**src/rtl/jsesc_pkg.sv**
```systemverilog
package jsesc_pkg;

  localparam int RunMax = 15;
  localparam int RunIdxW = 4;

  typedef logic [7:0] byte_t;

  typedef struct packed {
    logic [RunMax-1:0][7:0] data;
    logic [RunIdxW-1:0]     cnt;
    logic                   done;
  } run_t;

  localparam byte_t CH_QUOTE  = 8'h22;
  localparam byte_t CH_BSLASH = 8'h5c;
  localparam byte_t CH_B      = 8'h62;
  localparam byte_t CH_F      = 8'h66;
  localparam byte_t CH_N      = 8'h6e;
  localparam byte_t CH_R      = 8'h72;
  localparam byte_t CH_T      = 8'h74;
  localparam byte_t CH_U      = 8'h75;
  localparam byte_t CH_ZERO   = 8'h30;
  localparam byte_t CH_LC_A   = 8'h61;

  localparam byte_t CC_BS  = 8'h08;
  localparam byte_t CC_TAB = 8'h09;
  localparam byte_t CC_LF  = 8'h0a;
  localparam byte_t CC_FF  = 8'h0c;
  localparam byte_t CC_CR  = 8'h0d;
  localparam byte_t CC_NUL = 8'h00;
  localparam byte_t CC_SP  = 8'h20;

  localparam byte_t REP_0 = 8'hef;
  localparam byte_t REP_1 = 8'hbf;
  localparam byte_t REP_2 = 8'hbd;

  localparam byte_t LEAD_MIN = 8'hc2;
  localparam byte_t LEAD2_MAX = 8'hdf;
  localparam byte_t LEAD3_MAX = 8'hef;
  localparam byte_t LEAD_MAX = 8'hf4;
  localparam byte_t LEAD_E0 = 8'he0;
  localparam byte_t LEAD_ED = 8'hed;
  localparam byte_t LEAD_F0 = 8'hf0;
  localparam byte_t LEAD_F4 = 8'hf4;
  localparam byte_t E0_MIN = 8'ha0;
  localparam byte_t ED_MAX = 8'h9f;
  localparam byte_t F0_MIN = 8'h90;
  localparam byte_t F4_MAX = 8'h8f;

endpackage

```
**src/rtl/jsesc_decode.sv**
```systemverilog
module jsesc_decode (
  input  logic              clk,
  input  logic              rst_n,
  input  logic              take,
  input  jsesc_pkg::byte_t  byte_i,
  output jsesc_pkg::run_t   run
);
  import jsesc_pkg::*;

  function automatic byte_t hex_lower(input logic [3:0] v);
    byte_t r;
    if (v < 4'd10) r = CH_ZERO + {4'd0, v};
    else r = CH_LC_A + {4'd0, v - 4'd10};
    return r;
  endfunction

  logic           inside_r, inside_nxt;
  byte_t          held_r [3];
  logic [1:0]     hc_r, hc_nxt;
  logic [2:0]     sl_r, sl_nxt;

  logic [1:0]     eff_hc;
  logic           cont, cont_ok, complete, fail, fresh_en, is_lead;
  byte_t          pre [RunMax];
  byte_t          fr [8];
  logic [2:0]     fcnt;
  logic [3:0]     pre_cnt, j;

  always_comb begin
    eff_hc = inside_r ? hc_r : 2'd0;
    cont = (byte_i[7:6] == 2'b10);
    if (hc_r == 2'd1) begin
      if ((held_r[0] == LEAD_E0 && byte_i < E0_MIN) ||
          (held_r[0] == LEAD_ED && byte_i > ED_MAX) ||
          (held_r[0] == LEAD_F0 && byte_i < F0_MIN) ||
          (held_r[0] == LEAD_F4 && byte_i > F4_MAX)) begin
        cont = 1'b0;
      end
    end
    cont_ok  = (eff_hc != 2'd0) && cont;
    complete = cont_ok && (({1'b0, hc_r} + 3'd1) >= sl_r);
    fail     = (eff_hc != 2'd0) && !cont;
    fresh_en = !cont_ok;
    is_lead  = (byte_i >= LEAD_MIN) && (byte_i <= LEAD_MAX);
  end

  // prefix: opening quote, completed sequence, or replacement for held bytes
  always_comb begin
    for (int k = 0; k < RunMax; k++) begin
      pre[k] = '0;
    end
    pre_cnt = '0;
    if (!inside_r) begin
      pre[0]  = CH_QUOTE;
      pre_cnt = 4'd1;
    end else if (complete) begin
      for (int k = 0; k < 4; k++) begin
        if (k < 3 && 2'(k) < hc_r) pre[k] = held_r[k];
        else if (2'(k) == hc_r) pre[k] = byte_i;
      end
      pre_cnt = {2'b0, hc_r} + 4'd1;
    end else if (fail) begin
      for (int k = 0; k < 9; k++) begin
        case (k % 3)
          0:       pre[k] = REP_0;
          1:       pre[k] = REP_1;
          default: pre[k] = REP_2;
        endcase
      end
      pre_cnt = {2'b0, hc_r} * 4'd3;
    end
  end

  always_comb begin
    for (int k = 0; k < 8; k++) begin
      fr[k] = '0;
    end
    fcnt = 3'd0;
    case (byte_i)
      CC_NUL:    begin fr[0] = CH_QUOTE;  fcnt = 3'd1; end
      CH_QUOTE:  begin fr[0] = CH_BSLASH; fr[1] = CH_QUOTE;  fcnt = 3'd2; end
      CH_BSLASH: begin fr[0] = CH_BSLASH; fr[1] = CH_BSLASH; fcnt = 3'd2; end
      CC_BS:     begin fr[0] = CH_BSLASH; fr[1] = CH_B;      fcnt = 3'd2; end
      CC_FF:     begin fr[0] = CH_BSLASH; fr[1] = CH_F;      fcnt = 3'd2; end
      CC_LF:     begin fr[0] = CH_BSLASH; fr[1] = CH_N;      fcnt = 3'd2; end
      CC_CR:     begin fr[0] = CH_BSLASH; fr[1] = CH_R;      fcnt = 3'd2; end
      CC_TAB:    begin fr[0] = CH_BSLASH; fr[1] = CH_T;      fcnt = 3'd2; end
      default: begin
        if (byte_i < CC_SP) begin
          fr[0] = CH_BSLASH;
          fr[1] = CH_U;
          fr[2] = CH_ZERO;
          fr[3] = CH_ZERO;
          fr[4] = hex_lower(byte_i[7:4]);
          fr[5] = hex_lower(byte_i[3:0]);
          fcnt  = 3'd6;
        end else if (!byte_i[7]) begin
          fr[0] = byte_i;
          fcnt  = 3'd1;
        end else if (!is_lead) begin
          fr[0] = REP_0;
          fr[1] = REP_1;
          fr[2] = REP_2;
          fcnt  = 3'd3;
        end
      end
    endcase
    if (!fresh_en) fcnt = 3'd0;
  end

  always_comb begin
    run.cnt  = pre_cnt + {1'b0, fcnt};
    run.done = fresh_en && (byte_i == CC_NUL);
    j = '0;
    for (int k = 0; k < RunMax; k++) begin
      run.data[k] = '0;
      j = 4'(k) - pre_cnt;
      if (4'(k) < pre_cnt) run.data[k] = pre[k];
      else if (j < 4'd6) run.data[k] = fr[j[2:0]];
    end
  end

  always_comb begin
    inside_nxt = !(fresh_en && byte_i == CC_NUL);
    hc_nxt = 2'd0;
    sl_nxt = 3'd0;
    if (cont_ok && !complete) begin
      hc_nxt = hc_r + 2'd1;
      sl_nxt = sl_r;
    end else if (fresh_en && is_lead) begin
      hc_nxt = 2'd1;
      sl_nxt = (byte_i <= LEAD2_MAX) ? 3'd2 : ((byte_i <= LEAD3_MAX) ? 3'd3 : 3'd4);
    end
  end

  always_ff @(posedge clk) begin
    if (!rst_n) begin
      inside_r <= 1'b0;
      hc_r     <= 2'd0;
      sl_r     <= 3'd0;
    end else if (take) begin
      inside_r <= inside_nxt;
      hc_r     <= hc_nxt;
      sl_r     <= sl_nxt;
    end
  end

  always_ff @(posedge clk) begin
    if (take) begin
      if (cont_ok && !complete) held_r[hc_r] <= byte_i;
      else if (fresh_en && is_lead) held_r[0] <= byte_i;
    end
  end

endmodule

```
**src/rtl/jsesc_emit.sv**
```systemverilog
module jsesc_emit (
  input  logic              clk,
  input  logic              rst_n,
  input  logic              run_valid,
  input  jsesc_pkg::run_t   run,
  output logic              take,
  output logic              out_valid,
  input  logic              out_stall,
  output jsesc_pkg::byte_t  out_byte,
  output logic              out_last_of_run,
  output logic              out_string_done
);
  import jsesc_pkg::*;

  logic [RunMax-1:0][7:0] data_r;
  logic [RunIdxW-1:0]     cnt_r, idx_r;
  logic                   done_r, v_r;
  logic                   last, xfer, ready;

  assign last  = (idx_r == cnt_r - 1'b1);
  assign xfer  = v_r && !out_stall;
  assign ready = !v_r || (xfer && last);
  assign take  = run_valid && ready;

  assign out_valid       = v_r;
  assign out_byte        = data_r[idx_r];
  assign out_last_of_run = last;
  assign out_string_done = done_r && last;

  always_ff @(posedge clk) begin
    if (!rst_n) begin
      v_r   <= 1'b0;
      idx_r <= '0;
    end else if (take && run.cnt != '0) begin
      v_r   <= 1'b1;
      idx_r <= '0;
    end else if (xfer && last) begin
      v_r   <= 1'b0;
    end else if (xfer) begin
      idx_r <= idx_r + 1'b1;
    end
  end

  always_ff @(posedge clk) begin
    if (take) begin
      data_r <= run.data;
      cnt_r  <= run.cnt;
      done_r <= run.done;
    end
  end

endmodule

```
**src/rtl/json_string_escape_utf8_check_unit.sv**
```systemverilog
// An input byte passes the input register and the emitter's run register
// before its first output byte. Throughput: one input byte per cycle while
// out_stall is low and each byte yields at most one output byte; the rate is
// set by the emitter's single run register, held until its last byte goes.
// Reset (synchronous, rst_n low) closes any open string and drops held bytes.
module json_string_escape_utf8_check_unit (
  input  logic              clk,
  input  logic              rst_n,
  input  logic              in_valid,
  output logic              in_stall,
  input  jsesc_pkg::byte_t  in_byte,
  output logic              out_valid,
  input  logic              out_stall,
  output jsesc_pkg::byte_t  out_byte,
  output logic              out_last_of_run,
  output logic              out_string_done
);
  import jsesc_pkg::*;

  logic   in_v_r;
  byte_t  in_byte_r;
  logic   take;
  run_t   run;

  assign in_stall = in_v_r && !take;

  always_ff @(posedge clk) begin
    if (!rst_n) begin
      in_v_r <= 1'b0;
    end else if (!in_stall) begin
      in_v_r <= in_valid;
    end
  end

  always_ff @(posedge clk) begin
    if (in_valid && !in_stall) begin
      in_byte_r <= in_byte;
    end
  end

  jsesc_decode u_decode (
    .clk    (clk),
    .rst_n  (rst_n),
    .take   (take),
    .byte_i (in_byte_r),
    .run    (run)
  );

  jsesc_emit u_emit (
    .clk             (clk),
    .rst_n           (rst_n),
    .run_valid       (in_v_r),
    .run             (run),
    .take            (take),
    .out_valid       (out_valid),
    .out_stall       (out_stall),
    .out_byte        (out_byte),
    .out_last_of_run (out_last_of_run),
    .out_string_done (out_string_done)
  );

  a_done_is_last: assert property (@(posedge clk) disable iff (!rst_n)
    out_valid && out_string_done |-> out_last_of_run)
    else $error("closing quote not last of run");

  a_done_is_quote: assert property (@(posedge clk) disable iff (!rst_n)
    out_valid && out_string_done |-> out_byte == CH_QUOTE)
    else $error("closing byte is not a quote");

  a_run_continues: assert property (@(posedge clk) disable iff (!rst_n)
    out_valid && !out_stall && !out_last_of_run |=> out_valid)
    else $error("run ended early");

  a_stall_needs_item: assert property (@(posedge clk) disable iff (!rst_n)
    in_stall |-> out_valid)
    else $error("input stalled with output idle");

endmodule

```
**config.mk**
```make
export PLATFORM = sky130hd
export DESIGN_NAME = json_string_escape_utf8_check_unit
export DESIGN_NICKNAME = d
export VERILOG_FILES = /design/src/rtl/jsesc_pkg.sv /design/src/rtl/jsesc_decode.sv /design/src/rtl/jsesc_emit.sv /design/src/rtl/json_string_escape_utf8_check_unit.sv
export SDC_FILE = /design/constraint.sdc
export NUM_CORES = 1
export LEC_CHECK = 0
export BUFFER_PORTS_ARGS = -buffer_cell sky130_fd_sc_hd__buf_2
export CAP_MARGIN = 15
export CORE_MARGIN = 3
export CORE_UTILIZATION = 31
export DETAILED_ROUTE_END_ITERATION = 8
export PLACE_DENSITY = 0.44
export SYNTH_ARGS = -nofsm -noshare
export SYNTH_HDL_FRONTEND = slang
export SYNTH_SLANG_ARGS = --single-unit
```
**constraint.sdc**
```tcl
create_clock -name clk -period 5.84 [get_ports clk]
set_input_delay 0.584 -clock clk [delete_from_list [all_inputs] [get_ports clk]]
set_output_delay 0.584 -clock clk [all_outputs]
set_load 0.02 [all_outputs]
```
==> results.txt <==
Dpl ws -> 592 ps
Clk root buf -> clkbuf_16
Largest net degree at the start of global routing -> 133
Antenna-violating nets left -> 0
Async SR Flop Fraction -> 0
First-pass GRT wire length -> 61.2 mm
Buf/Inv on CP -> 3
Largest stage delay on the critical path -> 740 ps
Met3 wire length -> 2.59 mm
Layout area overhead -> 12.1%
FF-to-FF path depth -> 15
Syn avg cell area -> 10.6 um2
Sequential fraction of the synthesis area -> 0.450
Placed cell count -> 1,483
Status -> complete, no violations
Cell Area, Synth -> 11,000 um2
Cell Chain, Critical Path -> inv_1 > ha_1 > ha_1 > nand2_1 > o21ai_1 > o21ai_1 > nor2_2 > buf_4 > ha_1 > inv_1 > and4_1 > o22ai_1 > nand3_1 > a221oi_1 > o22ai_1
Maxcap violations -> 0
DRT iter0 DRCs -> 1,018
Setup TNS -> 0 ps
Number of global-route vias before repair -> 8,609
WP depth -> 15
IO Count -> 24
Max clock buf depth -> 2
Die span in y -> 195 um
Top delay family on crit path -> compound AO/OA/AOI/OAI gates
Rows -> 68
CTS Buf Count -> 17
Final net count -> 1,099
Number of synthesized flops with an enable pin -> 157
WL final -> 41.9 mm
Port-buffer cells -> 23
Worst Hold Depth -> 1
Hold Fails Final Rpt -> 0
Non-Filler Instances -> 1,517
Overall power -> 3.16 mW
Worst Skew -> 14.7 ps
Setup violators final -> 0
Total GRT Usage -> 0.220
Tightest Pin Transition -> 958 ps
Final min period -> 5410 ps
Clock transition at the registers of the reported paths -> 70 ps
WP data arrival -> 5580 ps
Fin worst setup slack -> 433 ps
Hold Crit Class -> input pin to flop
Vias per inst -> 5.96
CP max stage cell -> a221oi_1
Latest clock arrival within the worst-skew pair -> 460 ps
Period utilization -> 0.926
Die W -> 195 um
FF+latch count, synth -> 169
CTS Hold Bufs -> 0
Post-Synthesis Cells -> 1,038
Metal2 WL -> 19.1 mm
Top Metal Used -> met4
Per-cell routed wire length -> 27.6 um
H-tree depth -> 4
Synthesized Nets -> 1,088
Worst VDD drop -> 0.229 mV
CTS resizes -> 0
RSZ-0062 raised after global routing -> false
Dpl hpwl -> 31.6 mm
Startpoint Class -> flop
Leak pwr -> 4.25 nW
PD cells -> 256 nW/um2
Slew headroom -> 0.357
Die Area -> 37,800 um2
Slew Limit Fails -> 0
Critical Path RT -> 6010 ps
FMAX -> 185 MHz
Non-Filler Cell Area, Final -> 12,400 um2
Placement Cell Area -> 11,700 um2
Drt pass-1 iters -> 5
Core area -> 34,800 um2
Beginning of the critical path -> u_decode.hc_r[0]
TritonCTS clock tree -> built
Synth Warn # -> 0
Routed vias -> 9,045
Drc violations -> 0
Post-synth top flop -> edfxtp_1
# diodes -> 0
Worst R2R Start -> u_decode.hc_r[0]
Cell mode on critical path -> ha_1
Initial Util -> 0.317
CP Class -> flop to flop
CP Max Fanout -> 12
Crit. End Element -> flop
Grt ovf -> 0
Setup Buffers After CTS -> 0
TritonCTS Sinks -> 169
Initial antenna violation count -> 0
Library cells used by synthesis -> 93
DRT met1 WL -> 19.3 mm
Beginning of the worst hold path -> in_byte[0]
Final GP Congestion -> 0.947
Share of cells above drive strength 1 -> 0.168
cells in the final DEF (no fill, tap or decap), drive strengths merged, types with 4 or more instances in the layout:
cell    netlist  routed
a211o         4       4
a211oi       23      23
a21boi        8       8
a21o          9       9
a21oi        68      68
a221oi       20      20
a31oi         7       7
a32oi         5       5
and2          8       8
and3         15      15
buf          28      66
clkbuf       48      19
clkinv        3       6
dfxtp        12      12
edfxtp      157     157
ha           37      37
inv          37      46
mux2          9       9
mux2i        24      24
mux4         32      32
nand2        59      59
nand3        26      26
nand4        10      10
nor2         73      73
nor2b         9       9
nor3         69      69
nor4         14      14
o211a         5       5
o211ai       13      13
o21a          6       6
o21ai        64      64
o221ai        7       7
o22ai        21      21
o31ai        16      16
o32ai         8       8
o41ai        10      10
or3           9       9
xnor2        11      11
xor2          9       9
power breakdown:
part	leakage (nW)	switching, mW	internal (mW)
Sequential	1.58	0.0313	1.40
Combinational	2.38	0.376	0.182
Clock	0.288	0.560	0.612
Total	4.25	0.967	2.19
flip-flops by register name (all words and copies together) (netlist names):
register	cells
u_decode.held_r	24
in_byte_r	8
u_emit.idx_r	4
u_emit.cnt_r	4
in_v_r	1
u_decode.sl_r	3
u_decode.hc_r	2
u_decode.inside_r	1
u_emit.data_r	120
u_emit.out_valid	1
u_emit.done_r	1
cell usage after synthesis, types with 3 or more instances:
| library cell | instances | area share |
|---|---|---|
| edfxtp_1 | 157 | 0.43 |
| nor2_1 | 73 | 0.025 |
| nor3_1 | 67 | 0.030 |
| a21oi_1 | 63 | 0.029 |
| nand2_1 | 58 | 0.020 |
| o21ai_0 | 56 | 0.025 |
| clkbuf_1 | 48 | 0.016 |
| ha_1 | 37 | 0.042 |
| inv_1 | 33 | 0.011 |
| mux4_2 | 32 | 0.065 |
| nand3_1 | 26 | 0.012 |
| mux2i_1 | 24 | 0.022 |
| a211oi_1 | 20 | 0.014 |
| o22ai_1 | 20 | 0.011 |
| a221oi_1 | 18 | 0.014 |
| buf_2 | 16 | 0.0073 |
| o31ai_1 | 16 | 0.011 |
| and3_1 | 15 | 0.0085 |
| nor4_1 | 13 | 0.0074 |
| dfxtp_1 | 12 | 0.022 |
| o211ai_1 | 12 | 0.0082 |
| buf_1 | 10 | 0.0034 |
| nand4_1 | 10 | 0.0057 |
| a21o_1 | 9 | 0.0061 |
| nor2b_1 | 9 | 0.0051 |
| xnor2_1 | 9 | 0.0072 |
| xor2_1 | 9 | 0.0072 |
| and2_1 | 8 | 0.0045 |
| mux2_2 | 8 | 0.0082 |
| o32ai_1 | 8 | 0.0064 |
| o41ai_1 | 8 | 0.0064 |
| or3_1 | 8 | 0.0045 |
| a21boi_0 | 7 | 0.0048 |
| a31oi_1 | 7 | 0.0040 |
| o221ai_1 | 7 | 0.0056 |
| o21a_1 | 6 | 0.0041 |
| o21ai_1 | 6 | 0.0027 |
| a32oi_1 | 5 | 0.0040 |
| o211a_1 | 5 | 0.0045 |
| a211o_1 | 4 | 0.0032 |
| a21oi_4 | 4 | 0.0059 |
| clkinv_1 | 3 | 0.0010 |
| inv_2 | 3 | 0.0010 |
| nand2b_1 | 3 | 0.0017 |
| nand3b_1 | 3 | 0.0020 |
layout make-up:
type	count	area [um2]
inverters	40	155
flip-flops and latches	169	4960
fillers	3505	22400
clock inverters	15	178
repair buffers	68	472
well taps	455	569
multi-input cells	753	5590
clock buffers	17	425
worst paths after layout:
check | end | slack [ps]
worst max-delay path | u_emit.data_r[19] | 430
worst min-delay path | in_byte_r[0] | 290
worst max register to register | u_emit.data_r[19] | 430
worst min register to register | u_decode.sl_r[0] | 490
logic make-up after synthesis:
kind of cell	synth area share
buffers and inverters	0.0429
xor gates and xnor gates	0.0173
muxes	0.0967
and+or+nand+nor	0.144
DFF	0.450
adders and majority gates	0.0438
AOI/OAI and AO/OA	0.206
through the flow:
step	hold slack, ps	util
4_1_cts	269	0.354
2_1_floorplan	448	-
5_1_grt	271	0.355
3_3_place_gp	489	0.337
6_report	294	0.355
3_5_place_dp	491	0.337
per-layer routing:
| layer | global-route usage | vias to the layer above |
|---|---|---|
| li1 | - | 4106 |
| met4 | 0.0593 | 0 |
| met2 | 0.340 | 357 |
| met5 | 0 | - |
| met3 | 0.0383 | 42 |
| met1 | 0.319 | 4540 |
(Power assumes the default switching activity.)
